[src/hdl/cic_pkg.sv]
// shared types, register offsets and a helper function of the interrupt controller
package cic_pkg;

  localparam int unsigned GROUP_BITS   = 32;
  localparam int unsigned SOURCE_COUNT = 96;
  localparam int unsigned SRC_W        = $clog2(SOURCE_COUNT);
  localparam int unsigned BIT_W        = $clog2(GROUP_BITS);

  localparam int unsigned SUMMARY_ONE_BIT = 8;
  localparam int unsigned SUMMARY_TWO_BIT = 9;

  typedef enum logic [1:0] {
    OP_READ  = 2'd0,
    OP_WRITE = 2'd1,
    OP_QUERY = 2'd2
  } opcode_t;

  localparam logic [3:0] OFF_BASE_PEND = 4'd0;
  localparam logic [3:0] OFF_ONE_PEND  = 4'd1;
  localparam logic [3:0] OFF_TWO_PEND  = 4'd2;
  localparam logic [3:0] OFF_EN_ONE    = 4'd4;
  localparam logic [3:0] OFF_EN_TWO    = 4'd5;
  localparam logic [3:0] OFF_EN_BASE   = 4'd6;
  localparam logic [3:0] OFF_DIS_ONE   = 4'd7;
  localparam logic [3:0] OFF_DIS_TWO   = 4'd8;
  localparam logic [3:0] OFF_DIS_BASE  = 4'd9;

  typedef struct packed {
    opcode_t     opcode;
    logic [3:0]  word_offset;
    logic [31:0] write_data;
    logic [31:0] raw_base_lines;
    logic [31:0] raw_group_one_lines;
    logic [31:0] raw_group_two_lines;
  } req_t;

  typedef struct packed {
    logic [31:0]      read_data;
    logic             source_found;
    logic [SRC_W-1:0] source_number;
  } rsp_t;

  typedef struct packed {
    logic [31:0] base;
    logic [31:0] one;
    logic [31:0] two;
  } masks_t;

  // index of the lowest set bit, zero when none is set
  function automatic logic [BIT_W-1:0] lowest_bit(input logic [GROUP_BITS-1:0] v);
    logic [BIT_W-1:0] idx;
    idx = '0;
    for (int i = GROUP_BITS - 1; i >= 0; i--) begin
      if (v[i]) idx = BIT_W'(i);
    end
    return idx;
  endfunction

endpackage

[src/hdl/cic_masks.sv]
// enable mask registers with set and clear write ports
module cic_masks import cic_pkg::*; (
  input  logic   clk,
  input  logic   rst,
  input  logic   fire,
  input  req_t   req,
  output masks_t masks
);

  masks_t masks_next;

  always_comb begin
    masks_next = masks;
    if (fire && req.opcode == OP_WRITE) begin
      unique case (req.word_offset)
        OFF_EN_ONE:   masks_next.one  = masks.one  | req.write_data;
        OFF_EN_TWO:   masks_next.two  = masks.two  | req.write_data;
        OFF_EN_BASE:  masks_next.base = masks.base | req.write_data;
        OFF_DIS_ONE:  masks_next.one  = masks.one  & ~req.write_data;
        OFF_DIS_TWO:  masks_next.two  = masks.two  & ~req.write_data;
        OFF_DIS_BASE: masks_next.base = masks.base & ~req.write_data;
        default: ;
      endcase
    end
  end

  always_ff @(posedge clk) begin
    if (rst) begin
      masks <= '0;
    end else begin
      masks <= masks_next;
    end
  end

endmodule

[src/hdl/cic_query.sv]
// read decode and first-pending-source priority search
module cic_query import cic_pkg::*; (
  input  req_t   req,
  input  masks_t masks,
  output rsp_t   rsp
);

  logic [31:0]      one_act;
  logic [31:0]      two_act;
  logic [31:0]      base_pend;
  logic [31:0]      base_act;
  logic [BIT_W-1:0] base_idx;
  logic [SRC_W-1:0] number;

  assign one_act = req.raw_group_one_lines & masks.one;
  assign two_act = req.raw_group_two_lines & masks.two;

  // summary bits replace raw bits 8 and 9
  always_comb begin
    base_pend                  = req.raw_base_lines;
    base_pend[SUMMARY_ONE_BIT] = |one_act;
    base_pend[SUMMARY_TWO_BIT] = |two_act;
  end

  assign base_act = base_pend & masks.base;
  assign base_idx = lowest_bit(base_act);

  // a set summary bit always has a set line behind it
  always_comb begin
    if (base_idx == BIT_W'(SUMMARY_ONE_BIT)) begin
      number = SRC_W'(GROUP_BITS) + SRC_W'(lowest_bit(one_act));
    end else if (base_idx == BIT_W'(SUMMARY_TWO_BIT)) begin
      number = SRC_W'(2 * GROUP_BITS) + SRC_W'(lowest_bit(two_act));
    end else begin
      number = SRC_W'(base_idx);
    end
  end

  always_comb begin
    rsp = '0;
    unique case (req.opcode)
      OP_READ: begin
        unique case (req.word_offset)
          OFF_BASE_PEND: rsp.read_data = base_pend;
          OFF_ONE_PEND:  rsp.read_data = req.raw_group_one_lines;
          OFF_TWO_PEND:  rsp.read_data = req.raw_group_two_lines;
          default:       rsp.read_data = '0;
        endcase
      end
      OP_QUERY: begin
        rsp.source_found  = |base_act;
        rsp.source_number = (|base_act) ? number : '0;
      end
      default: ;
    endcase
  end

endmodule

[src/hdl/cascaded_interrupt_controller_top.sv]
// Cascaded interrupt controller for 96 sources in three 32-bit groups.
// Request channel (req_valid/req_ready/req): one transaction is a register
// read, a register write (enable set at offsets 4..6, enable clear at 7..9)
// or a next-pending-source query, together with the raw source lines.
// Response channel (rsp_valid/rsp_ready/rsp): exactly one transaction per
// request, in request order, with read data or the found source number.
// A request is held in the input register, then its response in the result
// register.
// Throughput: one transaction per cycle while the receiver does not stall,
// set by the single pass of masking and priority encoding between them.
// Mask writes take effect at the result stage, so the following request
// already sees them.
// Reset (rst, synchronous) clears all enable masks and empties both stages.
// When the receiver stalls, the result register holds its response and the
// input register keeps one more request; req_ready drops once both are full.
module cascaded_interrupt_controller_top import cic_pkg::*; (
  input  logic clk,
  input  logic rst,
  input  logic req_valid,
  output logic req_ready,
  input  req_t req,
  output logic rsp_valid,
  input  logic rsp_ready,
  output rsp_t rsp
);

  logic   stage_valid;
  req_t   stage_req;
  logic   advance;
  masks_t masks;
  rsp_t   result;

  assign advance   = stage_valid && (!rsp_valid || rsp_ready);
  assign req_ready = !stage_valid || advance;

  always_ff @(posedge clk) begin
    if (rst) begin
      stage_valid <= 1'b0;
      rsp_valid   <= 1'b0;
    end else begin
      if (req_ready) stage_valid <= req_valid;
      if (advance) rsp_valid <= 1'b1;
      else if (rsp_ready) rsp_valid <= 1'b0;
    end
  end

  always_ff @(posedge clk) begin
    if (req_valid && req_ready) stage_req <= req;
    if (advance) rsp <= result;
  end

  cic_masks u_masks (
    .clk   (clk),
    .rst   (rst),
    .fire  (advance),
    .req   (stage_req),
    .masks (masks)
  );

  cic_query u_query (
    .req   (stage_req),
    .masks (masks),
    .rsp   (result)
  );

endmodule

[config.mk]
export PLATFORM = sky130hd
export DESIGN_NAME = cascaded_interrupt_controller_top
export DESIGN_NICKNAME = d
export VERILOG_FILES = /design/src/hdl/cic_pkg.sv /design/src/hdl/cic_masks.sv /design/src/hdl/cic_query.sv /design/src/hdl/cascaded_interrupt_controller_top.sv
export SDC_FILE = /design/constraint.sdc
export NUM_CORES = 1
export LEC_CHECK = 0
export ABC_AREA = 0
export BUFFER_PORTS_ARGS = -buffer_cell sky130_fd_sc_hd__buf_4
export CORE_ASPECT_RATIO = 1.25
export CORE_UTILIZATION = 55
export CTS_CLUSTER_SIZE = 28
export DETAILED_ROUTE_END_ITERATION = 8
export GPL_TIMING_DRIVEN = 0
export HOLD_SLACK_MARGIN = 0.03
export PLACE_DENSITY = 0.82
export SKIP_LAST_GASP = 1
export SLEW_MARGIN = 30
export SYNTH_ARGS = -nofsm -noshare
export SYNTH_HDL_FRONTEND = slang
export SYNTH_HIERARCHICAL = 1
export SYNTH_SLANG_ARGS = --single-unit
[constraint.sdc]
create_clock -name clk -period 3.9 [get_ports clk]
set_input_delay 0.39 -clock clk [delete_from_list [all_inputs] [get_ports clk]]
set_output_delay 0.39 -clock clk [all_outputs]
set_load 0.03 [all_outputs]
## Word-level counts from Yosys, hierarchy flattened

Cells that the tools add are included.

| storage, ports and cells | value |
|---|---|
| input bits | 138 |
| register bits after elaboration | 272 |

| cells by class | value |
|---|---|
| mux-type cells | 107 |
| equal/unequal tests | 12 |
| add/subtract/negate cells | 2 |
| bitwise operators | 10 |
| reductions and logical operators | 20 |

Operators by type and width:

| cell | count |
|---|---|
| 5-bit 2-to-1 mux | 99 |
| 32-bit AND | 6 |
| 32-bit case mux with 2 select lines | 3 |
| 32-bit OR | 3 |
| 32-bit case mux with 3 select lines | 1 |
| 32-bit OR reduction | 3 |
| 32-bit NOT | 1 |
| 4-bit by 3-bit equality test with 1-bit output (second input constant) | 4 |
| 7-bit 2-to-1 mux | 2 |
| 5-bit by 4-bit equality test with 1-bit output (second input constant) | 2 |
| 4-bit equality test (second input constant) | 2 |
| 2-bit AND reduction | 4 |
| 2-bit nonzero test | 4 |
| 6-bit by 5-bit adder with 7-bit output (first input constant) | 1 |
| 7-bit by 5-bit adder with 7-bit output (first input constant) | 1 |
| 4-bit by 1-bit equality test with 1-bit output (second input constant) | 1 |
| 4-bit by 2-bit equality test with 1-bit output (second input constant) | 1 |
| 4-bit logical NOT | 1 |
| 1-bit logical AND | 3 |
| 2-bit by 1-bit equality test with 1-bit output (second input constant) | 1 |
| 2-bit equality test (second input constant) | 1 |
| 1-bit logical NOT | 2 |
| 2-bit logical NOT | 1 |
| 1-bit logical OR | 2 |
| 1-bit 2-to-1 mux | 2 |

## Depth between registers and ports, before layout

Gate-level depths: netlist (run 1).

| depth | value |
|---|---|
| depth in word-level cells | 41 |
| depth in mapped cells | 9 |
| depth with buffers taken out | 8 |

## Hierarchy

Netlist (run 1), hierarchy kept.

Modules (own cells, without submodules):

| module | cells an instance | sequential area each (um2) | area each (um2) | times used |
|---|---|---|---|---|
| cascaded_interrupt_controller_top | 184 | 5265.0 | 5328.9 | 1 |
| cic_masks | 414 | 1921.8 | 4628.2 | 1 |
| cic_query | 365 | 0.0 | 2301.0 | 1 |

## Worst setup path before layout (run 1)

OpenSTA, ideal clock, no wires.

| timing | value |
|---|---|
| path kind | register -> register |
| start point | reg stage_req[52] in the netlist's numbering |
| end point | reg rsp[2] in the netlist's numbering, data pin |
| library setup time | 0.257 ns |
| path slack | 1.422 ns |
| period minus slack after synthesis | 2.478 ns |
| data required time | 3.643 ns |
| buffers on the path | 0 |
| arrival time | 2.221 ns |
| cell stages (with the launch flop) | 8 |
| path through | edfxtp_1 > a22oi_1 > nand4_1 > o41ai_4 > a21oi_2 > nor3b_4 > mux2_4 > a32o_1 |

| between the ends | value |
|---|---|
| word-level cells in the longest chain between the ends | 25 |
| elaborated cells between the ends (all ways) | 41 |

RTL lines:

| element | line | RTL |
|---|---|---|
| from (decl) | cascaded_interrupt_controller_top.sv:28 | `req_t stage_req;` |
| from (signal assigned) | cascaded_interrupt_controller_top.sv:48 | `if (req_valid && req_ready) stage_req <= req;` |
| 32-bit AND (*) | cic_query.sv:15 | `assign one_act = req.raw_group_one_lines & masks.one;` |
| 5-bit 2-to-1 mux (21 in a row) | cic_pkg.sv:54 | `if (v[i]) idx = BIT_W'(i);` |
| 5-bit 2-to-1 mux | cic_query.sv:30 | `if (base_idx == BIT_W'(SUMMARY_ONE_BIT)) begin` |
| 6-bit by 5-bit adder with 7-bit output | cic_query.sv:31 | `number = SRC_W'(GROUP_BITS) + SRC_W'(lowest_bit(one_act));` |
| 7-bit 2-to-1 mux | cic_query.sv:30 |  |
| to (signal assigned) | cascaded_interrupt_controller_top.sv:49 | `if (advance) rsp <= result;` |
| to (decl) | cascaded_interrupt_controller_top.sv:24 | `output rsp_t rsp` |

Mark *: on every way between the ends. The rest lies on a longest branch, timed or not. The select of a mux whose other input is x is not followed.
A chain may end at the register's enable or synchronous reset.

## Worst setup path after layout (run 1)

| timing | value |
|---|---|
| start point | reg stage_req[22] in the netlist's numbering |
| end point | reg rsp[2] in the netlist's numbering, data pin |

| between the ends | value |
|---|---|
| word-level cells in the longest chain between the ends | 29 |
| elaborated cells between the ends (all ways) | 45 |

RTL lines:

| element | line | RTL |
|---|---|---|
| 32-bit AND (*) | cic_query.sv:16 | `assign two_act = req.raw_group_two_lines & masks.two;` |
| 5-bit 2-to-1 mux (23 in a row) | cic_pkg.sv:54 |  |
| 5-bit 2-to-1 mux | cic_query.sv:32 | `end else if (base_idx == BIT_W'(SUMMARY_TWO_BIT)) begin` |
| 5-bit 2-to-1 mux | cic_query.sv:30 |  |
| 7-bit by 5-bit adder with 7-bit output | cic_query.sv:33 | `number = SRC_W'(2 * GROUP_BITS) + SRC_W'(lowest_bit(two_act));` |
| 7-bit 2-to-1 mux | cic_query.sv:32 |  |
| 7-bit 2-to-1 mux | cic_query.sv:30 |  |

Marked as above.

==> impl_metrics.py, run 1 <==
metrics = {
    "cells_and_area": {
        "drive_gt1_frac": 0.234,
        "nets": 1422,
        "syn2layout_area_growth_pct": 30.8,
        "diodes": 0,
        "fillCellCount": 1456,
    },
    "clocking": {
        "cts_sinks": 270,
        "cts-resized-gates": 0,
        "worst_skew_pair.late_latency_ps": 540,
        "cts_hold_buffers": 107,
        "post_cts_buffers": 0,
        "cts.path.max_buffers": 3,
        "cts_buffers": 27,
        "cts_tree": "yes",
        "htree_num_levels": 1,
        "cts.clk_slew.worst_paths_ps": 60,
        "cts-root-buf": "clkbuf_16",
    },
    "global_routing": {
        "use_met3": 0.0572,
        "gr-total-overflow": 0,
        "grt_first_pass_wirelength_mm": 57.1,
        "use_met2": 0.570,
        "grt_pass1_vias": 10100,
        "top_usage_layer": "met2",
        "grtUsageMet1": 0.405,
        "grt_max_degree": 54,
        "antenna_found_initial": 0,
        "track_usage": 0.332,
    },
    "logic_synthesis": {
        "synthCells": 961,
        "synth_nets": 1099,
        "synth.avg_cell_area_um2": 12.7,
        "yosys_warnings": 6,
        "netlist_area_um2": 12200,
    },
    "drt": {
        "avgRoutedWirePerCell_um": 24.4,
        "vias": 10300,
        "drt-pass1-iter-count": 7,
        "drt_iter0_drc": 1391,
        "avgViaCountPerCell": 6.51,
        "antenna_left": 0,
        "routed_wl_mm": 38.6,
        "drc_errors": 0,
    },
    "critical_path": {
        "r2r_cells": 6,
        "cp-end-kind": "register",
        "slowest_stage": "o41ai_1",
        "reg2reg_from": "stage_req[22]",
        "cp-start-kind": "register",
        "critPathTopFamily": "compound AO/OA/AOI/OAI gates",
        "r2r_end": "rsp[2]",
        "r2r_slack_ps": 770,
        "cp_max_fo": 6,
        "crit_arrival_ps": 3410,
        "cp_num_buf_inv": 0,
        "crit_chain": "a22oi_1 > nand4bb_1 > o41ai_1 > and3_1 > a31oi_1 > a32o_1",
        "crit_type": "reg -> reg",
        "cpPeakStageDelay_ps": 610,
        "required_ps": 4170,
    },
    "timing": {
        "hold_violations": 0,
        "drv_slew": 0,
        "skew_ps": 14.1,
        "rsz0062_at_grt": "false",
        "final.min_clock_period_ps": 3130,
        "fmax_mhz": 319,
        "worst_slew_pin_slew_ps": 836,
        "timing.hold.ws_ps": 34.0,
        "setup_viol": 0,
        "setup_tns_ps": 0,
        "slew_headroom": 0.443,
        "final.period_utilization": 0.803,
    },
    "power": {
        "p_int_mw": 4.83,
        "leakage_nw": 6.13,
        "seq_power_share": 0.517,
        "p_sw_mw": 1.51,
        "p_comb_frac": 0.085,
        "powerDensity_nw_per_um2": 397,
        "clockPowerShare": 0.398,
        "vdd_ir_drop_max_mv": 0.380,
        "swShare": 0.238,
    },
    "floorplan": {
        "boundaryPins": 180,
        "core_area_um2": 21600,
        "dieArea_um2": 22800,
        "die_h_um": 169,
        "die_w_um": 135,
        "start_util": 0.564,
        "row_count": 60,
    },
    "job": {
        "maxCapViolCount": 0,
    },
    "worst_hold_path": {
        "min_path_cells": 1,
        "hold_path.class": "in -> reg",
        "min_to": "stage_req[55]",
        "min_from": "req[55]",
    },
    "placement": {
        "port_buffers": 177,
        "gp_congestion": 0.936,
        "place_hpwl_mm": 25.5,
    },
    "run_status": {
        "status": "completed",
    },
}
[power groups by stage]
stage | Combinational, mW | Clock, mW | Sequential, mW
final | 0.540 | 2.52 | 3.28
after global routing | 0.564 | 2.64 | 3.28
after CTS | 0.519 | 2.51 | 3.27
after detailed placement | 0.431 | 0 | 3.33
after global placement | 0.415 | 0 | 3.33
after floorplan | 0.172 | 0 | 3.33
[layer usage]
| layer | routed length [um] | vias up |
|---|---|---|
| met2 | 19200 | 662 |
| met1 | 14000 | 4999 |
| li1 | - | 4511 |
| met3 | 3550 | 143 |
| met4 | 1850 | 0 |
| met5 | 0 | - |
[how the worst max path moves through the flow]
| stage | cells after the start | slack, ps | from | endpoint |
|---|---|---|---|---|
| after floorplan | 7 | 1420 | stage_req[52] | rsp[2] |
| after global placement | 8 | 860 | rsp_ready | register |
| after detailed placement | 6 | 880 | stage_req[22] | rsp[2] |
| after CTS | 6 | 890 | stage_req[22] | rsp[2] |
| after global routing | 8 | 650 | stage_req[22] | rsp[4] |
| final | 6 | 770 | stage_req[22] | rsp[2] |
[layout by cell type, fill, tap and decap left out, types with 3 or more instances in the layout]
master         instances
nand3b_1               3
a222oi_1              35
edfxtp_1             172
clkinvlp_4             3
o211ai_1               6
and4bb_1              35
clkbuf_1              40
nand4_1               11
a32o_1                 8
o21ai_0                7
a311oi_1              32
and2_1                 5
a21oi_1               15
a22o_1                12
dlygate4sd3_1        114
mux2i_1               66
nor3_1                 4
o211ai_2              30
clkbuf_16             27
nor2_1                47
nor4_1                 4
nand2_1               74
nand2_2                4
a31oi_1               41
inv_1                  7
nand2b_1              68
o31ai_1                3
nand3_1               12
buf_4                183
a32oi_1                6
clkinv_2               7
buf_6                  6
buf_2                 18
clkbuf_8               3
dfxtp_1               98
a22oi_1               39
[through the flow]
stage          setup WS [ps]  power, mW  cell area, um2  cells   util
2_1_floorplan           1420       3.50           12200    961      -
3_3_place_gp             857       3.75           13900   1417  0.642
3_5_place_dp             884       3.76           14000   1420  0.645
4_1_cts                  894       6.30           15900   1577  0.734
5_1_grt                  653       6.49           16000   1584  0.738
6_report                 768       6.34           16000   1584  0.738
[worst reg2reg max path: cells and delay by family (launching register included)]
family,cells,cell delay (ps)
AO/OA/AOI/OAI,4,1860
AND/OR/NAND/NOR,2,570
flip-flops,1,440
[final cells by class]
class | count | area, um2 | share of cell area
buffer | 66 | 337 | 0.0211
clock buffer | 34 | 732 | 0.0459
clock inverter | 16 | 121 | 0.00761
inverter | 7 | 26.3 | 0.00165
multi-input combinational | 618 | 4730 | 0.296
sequential | 270 | 7130 | 0.447
tap | 279 | 349 | 0.0219
timing repair buffer | 294 | 2530 | 0.159
Note: power is estimated with default switching activity, not from simulation.
==> run 2, diff against run 1 <==
Settings changed: CORE_UTILIZATION 55 to 52.
Clock period 3.9 ns to 2.8 ns, I/O delays scaled along.
==> run 2 against run 1 <==
  * The run now ends with design-rule violations left
  * Via count up 1.3%
  * Maximum frequency up 14%
  * Cell area up 2.1%
  * Non-clock buffer count up 28
  * First-iteration DRC count up 7.3%
  * Setup slack worse by 720 ps
  * Wire length up 3.4%
  * Largest cell class unchanged
==> impl_metrics.py, run 2 (same netlist as run 1, synthesis figures left out) <==
metrics = {
    "run_status": {
        "status": "finished with violations",
        "violations": "design-rule violations",
    },
    "floorplan": {
        "core_area_um2": 23000,
        "boundaryPins": 180,
        "die_w_um": 139,
        "die_h_um": 173,
        "dieArea_um2": 24100,
        "row_count": 62,
        "start_util": 0.531,
    },
    "critical_path": {
        "cpPeakStageDelay_ps": 470,
        "cp-end-kind": "register",
        "crit_arrival_ps": 3020,
        "required_ps": 3070,
        "slowest_stage": "o41ai_4",
        "r2r_slack_ps": 50,
        "crit_type": "reg -> reg",
        "cp-start-kind": "register",
        "cp_max_fo": 4,
        "crit_chain": "a22oi_1 > nand4_1 > o41ai_4 > a21oi_2 > nor3b_4 > mux2_4 > a32o_1",
    },
    "cells_and_area": {
        "layout_commonest_cell": "buf_4",
        "diodes": 0,
        "nets": 1451,
        "drive_gt1_frac": 0.243,
        "mostFrequentLayoutCells": "192 x buf_4, 172 x edfxtp_1, 134 x dlygate4sd3_1",
        "final-seq-area_um2": 7130,
        "multi_input_area_um2": 4810,
        "syn2layout_area_growth_pct": 33.5,
        "fin_cells": 1622,
        "fin_util": 0.709,
        "fillCellCount": 1517,
    },
    "drt": {
        "drc_errors": 10,
        "routed_wl_mm": 39.9,
        "avgViaCountPerCell": 6.44,
        "drt-pass1-iter-count": 9,
        "avgRoutedWirePerCell_um": 24.6,
        "vias": 10400,
        "antenna_left": 0,
        "drt_iter0_drc": 1493,
    },
    "timing": {
        "final.period_utilization": 0.983,
        "fmax_mhz": 363,
        "final.min_clock_period_ps": 2750,
        "setup_viol": 0,
        "worst_slew_pin_slew_ps": 898,
        "drv_slew": 0,
        "slew_headroom": 0.401,
        "rsz0062_at_grt": "false",
        "hold_violations": 0,
        "setup_tns_ps": 0,
        "skew_ps": 23.9,
    },
    "power": {
        "p_comb_frac": 0.090,
        "swShare": 0.237,
        "seq_power_share": 0.520,
        "clockPowerShare": 0.391,
        "leakage_nw": 6.27,
        "p_int_mw": 6.71,
        "p_sw_mw": 2.08,
        "vdd_ir_drop_max_mv": 0.498,
        "powerDensity_nw_per_um2": 540,
    },
    "global_routing": {
        "grt_first_pass_wirelength_mm": 59.3,
        "antenna_found_initial": 0,
        "grt_max_degree": 53,
        "gr-total-overflow": 0,
        "grt_pass1_vias": 10600,
        "track_usage": 0.323,
    },
    "clocking": {
        "worst_skew_pair.late_latency_ps": 550,
        "cts_buffers": 27,
        "htree_num_levels": 1,
        "cts.clk_slew.worst_paths_ps": 70,
        "cts_tree": "yes",
        "cts-root-buf": "clkbuf_16",
        "cts.path.max_buffers": 3,
        "cts_sinks": 270,
    },
    "placement": {
        "port_buffers": 177,
        "placed_cells": 1428,
        "place_hpwl_mm": 25.6,
        "gp_congestion": 0.904,
    },
    "worst_hold_path": {
        "hold_path.class": "in -> reg",
    },
    "job": {
        "maxCapViolCount": 0,
    },
}
## run 2: cell count changes in the layout (fill, tap and decap cells not counted), moves of 2 or more
cell / delta
a22oi_1: -14
a22oi_2: +14
buf_4: +9
clkbuf_1: +4
clkbuf_8: +2
clkinv_1: +2
clkinv_2: -4
clkinv_4: -2
clkinvlp_4: -3
dlygate4sd3_1: +20
inv_4: +2
## run 2: worst paths after layout
kind | from | endpoint | depth (start not counted)
max | stage_req[60] | rsp[2] | 7
min | rsp_ready | rsp_valid | 3
max reg2reg | stage_req[60] | rsp[2] | 7
min reg2reg | register | register | 2
## run 2: power by group through the flow
stage               sequential [mW]  combinational [mW]  clock, mW
floorplan                      4.63               0.239          0
CTS                            4.56               0.755       3.43
global placement               4.64               0.583          0
finish                         4.57               0.788       3.44
global route                   4.58               0.820       3.61
detailed placement             4.64               0.602          0
## run 2: cell type report
class / count / area share
flip-flops and latches: 270 / 0.438
multi-input cells: 619 / 0.296
repair buffers: 322 / 0.172
clock buffers: 40 / 0.0476
well taps: 288 / 0.0221
plain buffers: 66 / 0.0207
clock inverters: 10 / 0.00315
inverters: 7 / 0.00161
## run 2: stage by stage
stage               hold WS (ps)  setup WS (ps)  instance area [um2]  power, mW
finish                       175           47.5                16300       8.80
global route                 163           1.76                16300       9.01
CTS                         36.0           29.7                16200       8.75
detailed placement           454           -216                13900       5.24
global placement             456           -232                13900       5.22
floorplan                    342            322                12200       4.87
## run 2: per-layer routing
| layer | GRT usage | part of all wire | vias to the layer above | wire [um] |
|---|---|---|---|---|
| li1 | - | - | 4565 | - |
| met1 | 0.390 | 0.37 | 5034 | 14700 |
| met2 | 0.561 | 0.49 | 676 | 19600 |
| met3 | 0.0456 | 0.085 | 169 | 3380 |
| met4 | 0.169 | 0.056 | 0 | 2230 |
| met5 | 0 | 0 | - | 0 |
## run 2: repair_timing
action	4_1_cts	5_1_grt
gates resized for setup	7	8
buffers inserted	3	6
gates cloned	0	1
hold buffers	134	0
hold endpoints to repair	134	0
setup endpoints to repair	6	38
pin swaps	2	8
## run 2: critical path: cells and delay by family (launching register included)
family	cells	cell delay, ps
AO/OA/AOI/OAI	4	1190
flip-flops	1	450
multiplexers	1	330
AND/OR/NAND/NOR	2	520
